$ cat src/assert_macros.svh
// ----------------------------------------------------------------------------
// assert_macros
// assertion macros shared by the rtl
// ----------------------------------------------------------------------------
`ifndef ASSERT_MACROS_SVH
`define ASSERT_MACROS_SVH
`ifndef NO_ASSERTIONS
`define ASSERT_CLK(lbl, clk, rst_n, prop) \
	lbl: assert property (@(posedge clk) disable iff (!rst_n) prop) else $error("assertion failed");
`define ASSERT_ALWAYS(lbl, clk, prop) \
	lbl: assert property (@(posedge clk) prop) else $error("assertion failed");
`else
`define ASSERT_CLK(lbl, clk, rst_n, prop)
`define ASSERT_ALWAYS(lbl, clk, prop)
`endif
`endif

$ cat src/iee_pkg.sv
// ----------------------------------------------------------------------------
// iee_pkg
// shared constants and types of the expression evaluator
// ----------------------------------------------------------------------------
package iee_pkg;
	localparam int STACK_DEPTH = 16;
	localparam int VALUE_WIDTH = 48;
	localparam int FRAC_BITS = 16;

	typedef enum logic [2:0] {
		OP_OPEN = 3'd0, OP_ADD = 3'd1, OP_SUB = 3'd2, OP_MUL = 3'd3, OP_DIV = 3'd4
	} op_t;

	localparam logic [2:0] ST_OK = 3'd0;
	localparam logic [2:0] ST_PAREN = 3'd1;
	localparam logic [2:0] ST_DIVZ = 3'd2;
	localparam logic [2:0] ST_OVFL = 3'd3;
	localparam logic [2:0] ST_OPND = 3'd4;

	localparam logic [7:0] CH_EQ = 8'h3d;
	localparam logic [7:0] CH_OPEN = 8'h28;
	localparam logic [7:0] CH_CLOSE = 8'h29;
	localparam logic [7:0] CH_ADD = 8'h2b;
	localparam logic [7:0] CH_SUB = 8'h2d;
	localparam logic [7:0] CH_MUL = 8'h2a;
	localparam logic [7:0] CH_DIV = 8'h2f;
	localparam logic [7:0] CH_ZERO = 8'h30;
	localparam logic [7:0] CH_NINE = 8'h39;

	// request to the arithmetic unit
	typedef struct packed {
		logic start;
		op_t  op;
	} alu_req_t;

	function automatic logic [1:0] prec(op_t op);
		logic [1:0] p;
		p = 2'd2;
		if (op == OP_MUL || op == OP_DIV) p = 2'd3;
		else if (op == OP_OPEN) p = 2'd1;
		return p;
	endfunction
endpackage

$ cat src/iee_ram.sv
// ----------------------------------------------------------------------------
// iee_ram
// generic ram with one write port and one read port, registered read
// ----------------------------------------------------------------------------
module iee_ram #(
	parameter int WIDTH = 8,
	parameter int DEPTH = 16
) (
	input  logic                     clk,
	input  logic                     we,
	input  logic [$clog2(DEPTH)-1:0] waddr,
	input  logic [WIDTH-1:0]         wdata,
	input  logic [$clog2(DEPTH)-1:0] raddr,
	output logic [WIDTH-1:0]         rdata
);
	logic [WIDTH-1:0] mem_q [DEPTH];

	always_ff @(posedge clk) begin
		if (we) mem_q[waddr] <= wdata;
		rdata <= mem_q[raddr];
	end
endmodule

$ cat src/iee_alu.sv
// ----------------------------------------------------------------------------
// iee_alu
// shared saturating fixed point unit: add, sub, shift-add multiply, divide
// ----------------------------------------------------------------------------
module iee_alu #(
	parameter int VALUE_WIDTH = iee_pkg::VALUE_WIDTH,
	parameter int FRAC_BITS = iee_pkg::FRAC_BITS
) (
	input  logic                   clk,
	input  logic                   arst_n,
	input  iee_pkg::alu_req_t      req,
	input  logic [VALUE_WIDTH-1:0] a,
	input  logic [VALUE_WIDTH-1:0] b,
	output logic                   done,
	output logic [VALUE_WIDTH-1:0] res
);
	localparam int W = VALUE_WIDTH;
	localparam int PW = 2 * W + FRAC_BITS + 1;
	localparam int NB = W + FRAC_BITS;
	localparam int CW = $clog2(NB + 1);
	localparam logic [W-1:0] VMAX = {1'b0, {(W-1){1'b1}}};
	localparam logic [W-1:0] VMIN = {1'b1, {(W-1){1'b0}}};

	typedef enum logic [1:0] {IDLE, MUL, DIV, FIN} st_t;
	st_t st_q;
	logic [CW-1:0] cnt_q;
	logic          neg_q;
	logic [W-1:0]  y_q;
	logic [PW-1:0] acc_q;    // product, or remainder for division
	logic [NB-1:0] num_q;    // multiplier, or shifted dividend then quotient for division

	logic [W-1:0] ma, mb;
	logic [W:0] sum, dif;
	logic [W:0] rem_sh, rem_sub;
	logic [W-1:0] lim;
	logic done_d;

	always_comb begin
		ma = a[W-1] ? (~a + 1'b1) : a;
		mb = b[W-1] ? (~b + 1'b1) : b;
		sum = {a[W-1], a} + {b[W-1], b};
		dif = {a[W-1], a} - {b[W-1], b};
		rem_sh = {acc_q[W-1:0], num_q[NB-1]};
		rem_sub = rem_sh - {1'b0, y_q};
		lim = neg_q ? VMIN : VMAX;
		// add and sub finish without stepping, the others after the final step
		done_d = (st_q == FIN) || (st_q == IDLE && req.start
			&& (req.op == iee_pkg::OP_ADD || req.op == iee_pkg::OP_SUB));
	end

	always_ff @(posedge clk or negedge arst_n) begin
		if (!arst_n) begin
			st_q <= IDLE;
			done <= 1'b0;
		end else begin
			done <= done_d;
			unique case (st_q)
				IDLE: if (req.start) begin
					neg_q <= a[W-1] ^ b[W-1];
					y_q <= mb;
					cnt_q <= '0;
					unique case (req.op)
						iee_pkg::OP_ADD, iee_pkg::OP_SUB: begin
							logic [W:0] s;
							s = (req.op == iee_pkg::OP_ADD) ? sum : dif;
							res <= (s[W] != s[W-1]) ? (s[W] ? VMIN : VMAX) : s[W-1:0];
						end
						iee_pkg::OP_MUL: begin
							acc_q <= '0;
							num_q <= NB'(ma);
							st_q <= MUL;
						end
						default: begin
							acc_q <= '0;
							num_q <= {ma, {FRAC_BITS{1'b0}}};
							st_q <= DIV;
						end
					endcase
				end
				MUL: begin
					// msb first shift-add, count ends at W
					acc_q <= (acc_q << 1) + (num_q[W-1] ? PW'(y_q) : '0);
					num_q <= num_q << 1;
					cnt_q <= cnt_q + 1'b1;
					if (cnt_q == CW'(W - 1)) begin
						st_q <= FIN;
					end
				end
				DIV: begin
					if (!rem_sub[W]) begin
						acc_q <= PW'(rem_sub);
						num_q <= {num_q[NB-2:0], 1'b1};
					end else begin
						acc_q <= PW'(rem_sh);
						num_q <= {num_q[NB-2:0], 1'b0};
					end
					// count ends at zero so the final step tells it from a product
					if (cnt_q == CW'(NB - 1)) begin
						cnt_q <= '0;
						st_q <= FIN;
					end else cnt_q <= cnt_q + 1'b1;
				end
				FIN: begin
					logic [PW-1:0] m;
					if (cnt_q == CW'(W)) m = acc_q >> FRAC_BITS;
					else m = PW'(num_q);
					if (|m[PW-1:W-1] && !(neg_q && m == PW'(VMIN)))
						res <= lim;
					else
						res <= neg_q ? (~m[W-1:0] + 1'b1) : m[W-1:0];
					st_q <= IDLE;
				end
				default: st_q <= IDLE;
			endcase
		end
	end

	`include "assert_macros.svh"
	`ASSERT_CLK(a_done_one, clk, arst_n, done |=> !done)
	`ASSERT_CLK(a_fin_done, clk, arst_n, (st_q == FIN) |=> done)
	`ASSERT_CLK(a_start_idle, clk, arst_n, req.start |-> (st_q == IDLE))
endmodule

$ cat src/infix_expression_evaluator_top.sv
// ----------------------------------------------------------------------------
// infix_expression_evaluator_top
// character driven infix evaluator with operator and value stacks
// ----------------------------------------------------------------------------
// usage
//   input channel: one character per item on char_code, valid/ready
//   output channel: value and status, valid/ready, one item per '='
//   ready is high only when idle; an item holds the block from its
//   accepting cycle until ready returns, so items go one at a time
//   a digit is folded into the accumulator, other characters are dropped
//   a non-digit ends a number and pushes it; '(' goes on the operator stack
//   an operator first pops entries of equal or higher precedence, then is pushed
//   ')' pops operators down to its '(' and discards it, paren error if none
//   each popped operator reads two values, runs the alu and writes the result;
//   a zero divisor or missing operands set the status instead
//   '=' pops all operators, discarding each unmatched '(', then raises out_valid
//   ready stays low while an item is being worked on or a result waits
//   stalling the receiver holds the result and blocks further items
//   reset clears counts, accumulator, error code and the sequencer
//   stack memories are not cleared; entries are read only below counts
//   status: 0 ok, 1 paren, 2 divide by zero, 3 overflow, 4 missing operand
//   value is zero when status is not ok
//   overflow saturates, quotients truncate toward zero
// ----------------------------------------------------------------------------
module infix_expression_evaluator_top #(
	parameter int STACK_DEPTH = iee_pkg::STACK_DEPTH,
	parameter int VALUE_WIDTH = iee_pkg::VALUE_WIDTH,
	parameter int FRAC_BITS = iee_pkg::FRAC_BITS
) (
	input  logic                          clk,
	input  logic                          arst_n,
	input  logic                          in_valid,
	output logic                          in_ready,
	input  logic [7:0]                    char_code,
	output logic                          out_valid,
	input  logic                          out_ready,
	output logic signed [VALUE_WIDTH-1:0] value,
	output logic [2:0]                    status
);
	localparam int W = VALUE_WIDTH;
	localparam int AW = $clog2(STACK_DEPTH);
	localparam int CW = $clog2(STACK_DEPTH + 1);
	localparam logic [W-1:0] VMAX = {1'b0, {(W-1){1'b1}}};

	typedef enum logic [3:0] {
		S_IDLE, S_DIGIT, S_ENDNUM, S_DISPATCH, S_POP_RD, S_POP_WAIT, S_POP_CHK,
		S_VAL_RD, S_VAL_WAIT, S_ALU, S_PUSHOP, S_FINAL, S_FIN_WAIT, S_OUT
	} st_t;

	st_t st_q;
	logic [7:0]    ch_q;
	logic [CW-1:0] opc_q, valc_q;
	logic [W-1:0]  acc_q;
	logic          innum_q;
	logic [2:0]    err_q;
	iee_pkg::op_t  cur_q, top_q;
	logic [W-1:0]  b_q;
	logic          bread_q;
	logic [W+4:0]  mul10_s1;

	// stack ram ports
	logic op_we, val_we;
	logic [AW-1:0] op_wa, op_ra, val_wa, val_ra;
	logic [2:0] op_wd, op_rd;
	logic [W-1:0] val_wd, val_rd;

	iee_pkg::alu_req_t alu_req;
	logic alu_done;
	logic [W-1:0] alu_res;

	iee_ram #(.WIDTH(3), .DEPTH(STACK_DEPTH)) u_opstk (
		.clk(clk), .we(op_we), .waddr(op_wa), .wdata(op_wd),
		.raddr(op_ra), .rdata(op_rd)
	);
	iee_ram #(.WIDTH(W), .DEPTH(STACK_DEPTH)) u_valstk (
		.clk(clk), .we(val_we), .waddr(val_wa), .wdata(val_wd),
		.raddr(val_ra), .rdata(val_rd)
	);
	iee_alu #(.VALUE_WIDTH(W), .FRAC_BITS(FRAC_BITS)) u_alu (
		.clk(clk), .arst_n(arst_n), .req(alu_req), .a(val_rd), .b(b_q),
		.done(alu_done), .res(alu_res)
	);

	logic is_op, is_digit;
	iee_pkg::op_t ch_op;
	logic [W-1:0] dd;
	always_comb begin
		is_digit = ch_q >= iee_pkg::CH_ZERO && ch_q <= iee_pkg::CH_NINE;
		is_op = 1'b1;
		ch_op = iee_pkg::OP_ADD;
		unique case (ch_q)
			iee_pkg::CH_ADD: ch_op = iee_pkg::OP_ADD;
			iee_pkg::CH_SUB: ch_op = iee_pkg::OP_SUB;
			iee_pkg::CH_MUL: ch_op = iee_pkg::OP_MUL;
			iee_pkg::CH_DIV: ch_op = iee_pkg::OP_DIV;
			default: is_op = 1'b0;
		endcase
		dd = W'(ch_q - iee_pkg::CH_ZERO) << FRAC_BITS;
		if (FRAC_BITS + 4 > W - 1 && (ch_q - iee_pkg::CH_ZERO) > 8'd0
			&& (64'(ch_q - iee_pkg::CH_ZERO) << FRAC_BITS) > 64'(VMAX)) dd = VMAX;
	end

	// ram control
	always_comb begin
		op_we = 1'b0; op_wa = opc_q[AW-1:0]; op_wd = cur_q;
		op_ra = opc_q[AW-1:0] - 1'b1;
		val_we = 1'b0; val_wa = valc_q[AW-1:0]; val_wd = acc_q;
		val_ra = valc_q[AW-1:0] - 1'b1;
		alu_req.start = 1'b0; alu_req.op = top_q;
		if (st_q == S_VAL_RD && bread_q) val_ra = valc_q[AW-1:0] - 2'd2;
		if (st_q == S_FINAL) val_ra = '0;
		if (st_q == S_ENDNUM && innum_q && valc_q < CW'(STACK_DEPTH)) val_we = 1'b1;
		if (st_q == S_PUSHOP && opc_q < CW'(STACK_DEPTH)) op_we = 1'b1;
		if (st_q == S_ALU && alu_done) begin
			val_we = 1'b1;
			val_wa = valc_q[AW-1:0] - 2'd2;
			val_wd = (top_q == iee_pkg::OP_DIV && b_q == '0) ? '0 : alu_res;
		end
		if (st_q == S_VAL_WAIT && bread_q && !(top_q == iee_pkg::OP_DIV && b_q == '0))
			alu_req.start = 1'b1;
	end

	assign in_ready = st_q == S_IDLE;

	always_ff @(posedge clk or negedge arst_n) begin
		if (!arst_n) begin
			st_q <= S_IDLE;
			opc_q <= '0;
			valc_q <= '0;
			acc_q <= '0;
			innum_q <= 1'b0;
			err_q <= iee_pkg::ST_OK;
			out_valid <= 1'b0;
			bread_q <= 1'b0;
		end else begin
			unique case (st_q)
				S_IDLE: if (in_valid) begin
					ch_q <= char_code;
					st_q <= S_DIGIT;
				end
				S_DIGIT: begin
					// ten times accumulator through shifts, registered
					mul10_s1 <= ({5'd0, innum_q ? acc_q : '0} << 3)
						+ ({5'd0, innum_q ? acc_q : '0} << 1);
					if (is_digit) st_q <= S_ENDNUM;
					else if (is_op || ch_q == iee_pkg::CH_OPEN || ch_q == iee_pkg::CH_CLOSE
						|| ch_q == iee_pkg::CH_EQ) st_q <= S_ENDNUM;
					else st_q <= S_IDLE;
				end
				S_ENDNUM: begin
					if (is_digit) begin
						logic [W+5:0] t;
						t = {1'b0, mul10_s1} + (W+6)'(dd);
						acc_q <= (dd == VMAX || t > (W+6)'(VMAX)) ? VMAX : t[W-1:0];
						innum_q <= 1'b1;
						st_q <= S_IDLE;
					end else begin
						if (innum_q) begin
							if (valc_q < CW'(STACK_DEPTH)) valc_q <= valc_q + 1'b1;
							else if (err_q == iee_pkg::ST_OK) err_q <= iee_pkg::ST_OVFL;
						end
						innum_q <= 1'b0;
						acc_q <= '0;
						cur_q <= ch_op;
						st_q <= S_DISPATCH;
					end
				end
				S_DISPATCH: begin
					if (ch_q == iee_pkg::CH_OPEN) begin
						cur_q <= iee_pkg::OP_OPEN;
						st_q <= S_PUSHOP;
					end else st_q <= S_POP_RD;
				end
				S_POP_RD: begin
					if (opc_q == '0) begin
						if (ch_q == iee_pkg::CH_CLOSE && err_q == iee_pkg::ST_OK)
							err_q <= iee_pkg::ST_PAREN;
						st_q <= (ch_q == iee_pkg::CH_EQ) ? S_FINAL
							: (is_op ? S_PUSHOP : S_IDLE);
					end else st_q <= S_POP_WAIT;
				end
				S_POP_WAIT: st_q <= S_POP_CHK;
				S_POP_CHK: begin
					top_q <= iee_pkg::op_t'(op_rd);
					if (is_op && (op_rd == iee_pkg::OP_OPEN
						|| iee_pkg::prec(iee_pkg::op_t'(op_rd)) < iee_pkg::prec(cur_q)))
						st_q <= S_PUSHOP;
					else begin
						opc_q <= opc_q - 1'b1;
						if (op_rd == iee_pkg::OP_OPEN) begin
							if (ch_q == iee_pkg::CH_EQ) begin
								if (err_q == iee_pkg::ST_OK) err_q <= iee_pkg::ST_PAREN;
								st_q <= S_POP_RD;
							end else st_q <= S_IDLE;
						end else if (valc_q < CW'(2)) begin
							if (err_q == iee_pkg::ST_OK) err_q <= iee_pkg::ST_OPND;
							st_q <= S_POP_RD;
						end else begin
							bread_q <= 1'b0;
							st_q <= S_VAL_RD;
						end
					end
				end
				S_VAL_RD: st_q <= S_VAL_WAIT;
				S_VAL_WAIT: begin
					if (!bread_q) begin
						b_q <= val_rd;
						bread_q <= 1'b1;
						st_q <= S_VAL_RD;
					end else if (top_q == iee_pkg::OP_DIV && b_q == '0) begin
						if (err_q == iee_pkg::ST_OK) err_q <= iee_pkg::ST_DIVZ;
						valc_q <= valc_q - 1'b1;
						st_q <= S_POP_RD;
					end else st_q <= S_ALU;
				end
				S_ALU: if (alu_done) begin
					valc_q <= valc_q - 1'b1;
					st_q <= S_POP_RD;
				end
				S_PUSHOP: begin
					if (opc_q < CW'(STACK_DEPTH)) opc_q <= opc_q + 1'b1;
					else if (err_q == iee_pkg::ST_OK) err_q <= iee_pkg::ST_OVFL;
					st_q <= S_IDLE;
				end
				S_FINAL: begin
					if (err_q == iee_pkg::ST_OK && valc_q != CW'(1)) err_q <= iee_pkg::ST_OPND;
					st_q <= S_FIN_WAIT;
				end
				S_FIN_WAIT: begin
					value <= (err_q == iee_pkg::ST_OK) ? val_rd : '0;
					status <= err_q;
					out_valid <= 1'b1;
					opc_q <= '0;
					valc_q <= '0;
					err_q <= iee_pkg::ST_OK;
					st_q <= S_OUT;
				end
				S_OUT: if (out_ready) begin
					out_valid <= 1'b0;
					st_q <= S_IDLE;
				end
				default: st_q <= S_IDLE;
			endcase
		end
	end

	`include "assert_macros.svh"
	`ASSERT_CLK(a_opc_range, clk, arst_n, opc_q <= CW'(STACK_DEPTH))
	`ASSERT_CLK(a_valc_range, clk, arst_n, valc_q <= CW'(STACK_DEPTH))
	`ASSERT_CLK(a_busy, clk, arst_n, out_valid |-> !in_ready)
	`ASSERT_CLK(a_out_clear, clk, arst_n, (out_valid && out_ready) |=> (err_q == iee_pkg::ST_OK))
endmodule
$ cat config.mk
export PLATFORM = sky130hd
export DESIGN_NAME = infix_expression_evaluator_top
export DESIGN_NICKNAME = d
export VERILOG_FILES = /design/src/iee_pkg.sv /design/src/iee_ram.sv /design/src/iee_alu.sv /design/src/infix_expression_evaluator_top.sv
export VERILOG_INCLUDE_DIRS = /design/src /design/src/src
export SDC_FILE = /design/constraint.sdc
export NUM_CORES = 2
export LEC_CHECK = 0
export BUFFER_PORTS_ARGS = -buffer_cell sky130_fd_sc_hd__buf_4
export CORE_MARGIN = 8
export CORE_UTILIZATION = 58
export CTS_CLUSTER_DIAMETER = 40
export DETAILED_ROUTE_END_ITERATION = 6
export GPL_TIMING_DRIVEN = 0
export HOLD_SLACK_MARGIN = 0.15
export PLACE_DENSITY = 0.85
export SLEW_MARGIN = 30
export SYNTH_ARGS = -nofsm -noshare
export SYNTH_HDL_FRONTEND = slang
export SYNTH_SLANG_ARGS = --single-unit
$ cat constraint.sdc
create_clock -name clk -period 15 [get_ports clk]
set_clock_uncertainty 0.2 [all_clocks]
set_input_delay 0 -clock clk [delete_from_list [all_inputs] [get_ports clk]]
set_output_delay 0 -clock clk [all_outputs]
set_load 0.02 [all_outputs]
==> key figures <==
Run status
  – Status: complete, but fails checks
  – Failing checks: DRC

Power and ir drop
  – Worst vdd ir: 193 µV
  – Reg power frac: 30.1%
  – P_leak: 0.0313 µW
  – P_sw: 9470 µW
  – Internal Power: 10900 µW
  – Sw frac: 46.4%
  – Clock Power Share: 22.3%
  – Logic pwr share: 47.6%
  – Cell Pwr Density: 237 nW/µm²

Yosys
  – Mapped Cells: 7133
  – Largest family of logic cells by synthesized area: simple AND/OR/NAND/NOR gates
  – Syn Std Cell Area: 75000 µm²
  – Syn_area_per_cell: 10.5 µm²
  – Netlist cell types: 99
  – Compound-Gate Fraction of Synth Area: 15.6%
  – Leading area contributor after synthesis: edfxtp_1
  – Top cells by area, synth: edfxtp_1, nand2_1, ha_1
  – Simple-Gate Fraction of Synth Area: 16.2%
  – Synth Flop Type: edfxtp_1
  – Post-synth EDFFs: 1261
  – Sequential-to-total area share from yosys stat: 54.2%
  – Xor and xnor area share after synthesis: 5.13%
  – Mux share of post-synthesis cell area: 1.80%
  – Yosys top cell area share: 50.5%
  – Synthesized flop and latch total: 1383
  – Adder-cell share of the synthesized area: 4.00%
  – Total of warnings raised by yosys: 0
  – Post-synthesis net count: 7381
  – Ys async rst share: 5.13%

GRT
  – Largest net degree at the start of global routing: 72
  – Initial antenna violation count: 15
  – Vias in the first global route: 60400
  – Total GRT Usage: 36.1%
  – First-pass GRT wire length: 385 mm
  – Aggregate global routing overflow: 0

CTS
  – Number of buffers created by CTS: 184
  – Clock latency on the worst-skew pair: 850 ps
  – Clock transition at the registers of the reported paths: 60 ps
  – TritonCTS clock tree: done
  – Root buf cell: clkbuf_16
  – Post_cts resized: 0
  – Clk buf depth: 3
  – H-tree depth: 4
  – CTS sink cnt: 1383

Timing
  – Final-report hold violation count: 0
  – Fin. max-slew vios: 0
  – RSZ-0062 raised after global routing: false
  – Worst-margin pin slew: 1080 ps
  – Period utilisation layout: 57.1%
  – Highest clock rate: 117 MHz
  – Slew headroom: 27.9%
  – Final setup vio count: 0
  – Setup Total Neg Slack: 0 ps
  – WHS: 204 ps
  – Min Tclk post-route: 8570 ps

Final layout
  – Area Overhead vs Synth: 14.8%
  – Number of cells in the finished layout apart from fillers: 9317
  – Share of cells above drive strength 1: 8.28%
  – Finished Cell Area: 86100 µm²
  – Layout Nets: 7732

Detailed routing
  – Drt pass-1 iters: 7
  – Antenna-violating nets left: 0
  – Vias: 63500
  – Drt first-iter violations: 9607
  – Remaining DRCs: 1
  – Final WL: 264 mm
  – Drt via density: 6.81
  – Routed wire per std cell: 28.3 µm

Critical path
  – Worst setup SP type: flip-flop
  – Reg2reg start: u_alu.cnt_q[0]$_DFFE_PP_
  – Worst R2R Setup Slack: 6430 ps
  – Max FO, Critical Path: 10
  – Critical Path End Type: flip-flop
  – Capturing point of the worst reg2reg path: u_alu.res[0]$_DFFE_PP_
  – Setup CP Type: reg -> reg
  – Critical Path RT: 15440 ps
  – Data arrival, critical path: 9010 ps
  – Worst Reg-to-Reg Cells: 21

Floorplanning
  – Die height: 376 µm
  – Die area: 141000 µm²
  – Cell row count: 132
  – Initial Utilization: 58.2%
  – Core Box Area: 129000 µm²
  – Die width: 376 µm
  – IO Pins: 65

Placement
  – Placed Cells: 8948
  – Hpwl dp: 192 mm
  – Port buffer count: 64
  – Placed Area: 79400 µm²
  – Routability cong.: 1.07

Job
  – Max-Cap Viols: 0

Min path
  – Hold crit path type: in -> async
-- routing by layer --
| metal | global-route usage (%) | vias up | wire length [µm] |
|---|---|---|---|
| li1 | - | 27200 | - |
| met1 | 44.4 | 30300 | 92300 |
| met2 | 57.9 | 4837 | 121000 |
| met3 | 8.30 | 1075 | 31200 |
| met4 | 22.1 | 6 | 19800 |
| met5 | 0 | - | 33 |
-- per-stage QoR --
step                      total power (µW)  setup WS (ps)  util, %
after global placement               15000          -1390     60.2
final                                20400           6430     66.8
after detailed placement             15300           6930     61.7
after CTS                            19900           6850     66.8
after global routing                 21000           6390     66.8
after floorplan                      11700           3580        -
-- worst max path at each step --
stage,slack [ps],endpoint,cells past startpoint,from
2_1_floorplan,3580,u_alu.acc_q[0]$_DFFE_PP_,12,b_q[0]$_DFFE_PP_
3_3_place_gp,-1390,u_alu.acc_q[107]$_DFFE_PP_,12,b_q[0]$_DFFE_PP_
3_5_place_dp,6930,u_alu.res[8]$_DFFE_PP_,21,u_alu.cnt_q[0]$_DFFE_PP_
4_1_cts,6850,u_alu.res[0]$_DFFE_PP_,21,u_alu.cnt_q[0]$_DFFE_PP_
5_1_grt,6390,u_alu.res[14]$_DFFE_PP_,23,b_q[2]$_DFFE_PP_
6_report,6430,u_alu.res[0]$_DFFE_PP_,21,u_alu.cnt_q[0]$_DFFE_PP_
-- cells in the final DEF, fill, tap and decap left out, drive strengths merged, types with 23 or more instances in the layout --
master / instances
dlygate4sd3: 23
a21oi: 470
o22ai: 46
nand2: 1088
nor4: 65
xor2: 173
xnor2: 265
nor2b: 26
clkbuf: 593
a21o: 123
a22oi: 24
dfxtp: 51
or3: 39
or4: 30
o21ai: 358
a311oi: 104
o31ai: 51
a31oi: 131
nand4: 96
inv: 177
nand3: 114
mux2i: 91
o21a: 32
buf: 193
and2: 312
nor2: 445
ha: 230
clkinv: 62
o211ai: 36
o21bai: 40
nand2b: 52
and3: 54
nor3: 162
a211oi: 236
dfrtp: 71
edfxtp: 1261
-- final cells by class --
type / instances / area (µm²)
Fill cell: 9192 / 42700
Sequential cell: 1383 / 40700
Multi-Input combinational cell: 5168 / 32400
Clock buffer: 206 / 4740
Timing Repair Buffer: 165 / 2230
Tap cell: 1675 / 2100
Buffer: 438 / 1730
Clock inverter: 132 / 1630
Inverter: 144 / 541
Antenna cell: 6 / 15.0
-- power groups by stage --
| stage | clock network [µW] | registers (µW) | logic [µW] |
|---|---|---|---|
| 2_1_floorplan | 0 | 5820 | 5850 |
| 3_3_place_gp | 0 | 6280 | 8670 |
| 3_5_place_dp | 0 | 6150 | 9160 |
| 4_1_cts | 4530 | 6080 | 9330 |
| 5_1_grt | 4690 | 6150 | 10200 |
| 6_report | 4550 | 6150 | 9710 |
-- cells in the mapped netlist (32+ instances only) --
master	number
nand3_1	114
ha_1	230
o21ai_0	344
nand2_1	1086
a311oi_1	104
o31ai_1	50
inv_1	142
or3_1	39
clkbuf_1	386
nor2_1	444
o21bai_1	40
xor2_1	173
nand4_1	96
nor3_1	161
a211oi_1	232
edfxtp_1	1261
nor4_1	60
mux2i_1	91
nand2b_1	52
and2_1	302
a31oi_1	131
dfrtp_1	71
xnor2_1	264
dfxtp_1	51
o211ai_1	36
a21oi_1	470
a21o_1	123
o22ai_1	46
o21a_1	32
and3_1	54
-- worst max-delay path, cell delays in order (launching register included) --
cell	delay, ps
edfxtp_1	390
inv_1	60
ha_1	190
and4bb_2	250
clkbuf_1	310
nand2_1	230
buf_2	360
buf_1	740
clkbuf_1	610
buf_2	490
mux2i_1	300
ha_1	370
nor2b_1	210
nand4_1	170
mux2i_1	400
and3_1	360
nand3_1	280
o31ai_4	710
clkbuf_1	610
clkbuf_1	560
a21oi_1	320
a21oi_1	230
-- registers in the layout, indices dropped and copies added, names as in the netlist, 4 cells and up --
| register | count |
|---|---|
| u_alu.cnt_q | 7 |
| u_alu.y_q | 48 |
| u_valstk.mem_q | 768 |
| value | 48 |
| u_alu.acc_q | 113 |
| mul10_s1 | 51 |
| b_q | 48 |
| opc_q | 5 |
| valc_q | 5 |
| u_alu.res | 48 |
| acc_q | 48 |
| u_opstk.mem_q | 48 |
| u_valstk.rdata | 48 |
| u_alu.num_q | 64 |
| st_q | 4 |
| ch_q | 8 |
-- cells by family (layout without fill, tap and decap cells) --
kind of cell / Yosys count / count (layout)
AO/OA/AOI/OAI: 1809 / 1809
XOR/XNOR: 438 / 438
adder cells (fa/ha/maj): 236 / 236
buffers and inverters: 582 / 1085
flip-flops: 1383 / 1383
multiplexers: 115 / 115
other: 0 / 6
AND/OR/NAND/NOR: 2570 / 2570
-- what timing repair did --
action                                  in CTS  in global routing
endpoints found under the hold margin      332                  0
hold buffers                                24                  0
endpoints found under the setup margin       0                  0
buffers inserted                             0                  0
(Power assumes the default switching activity.)
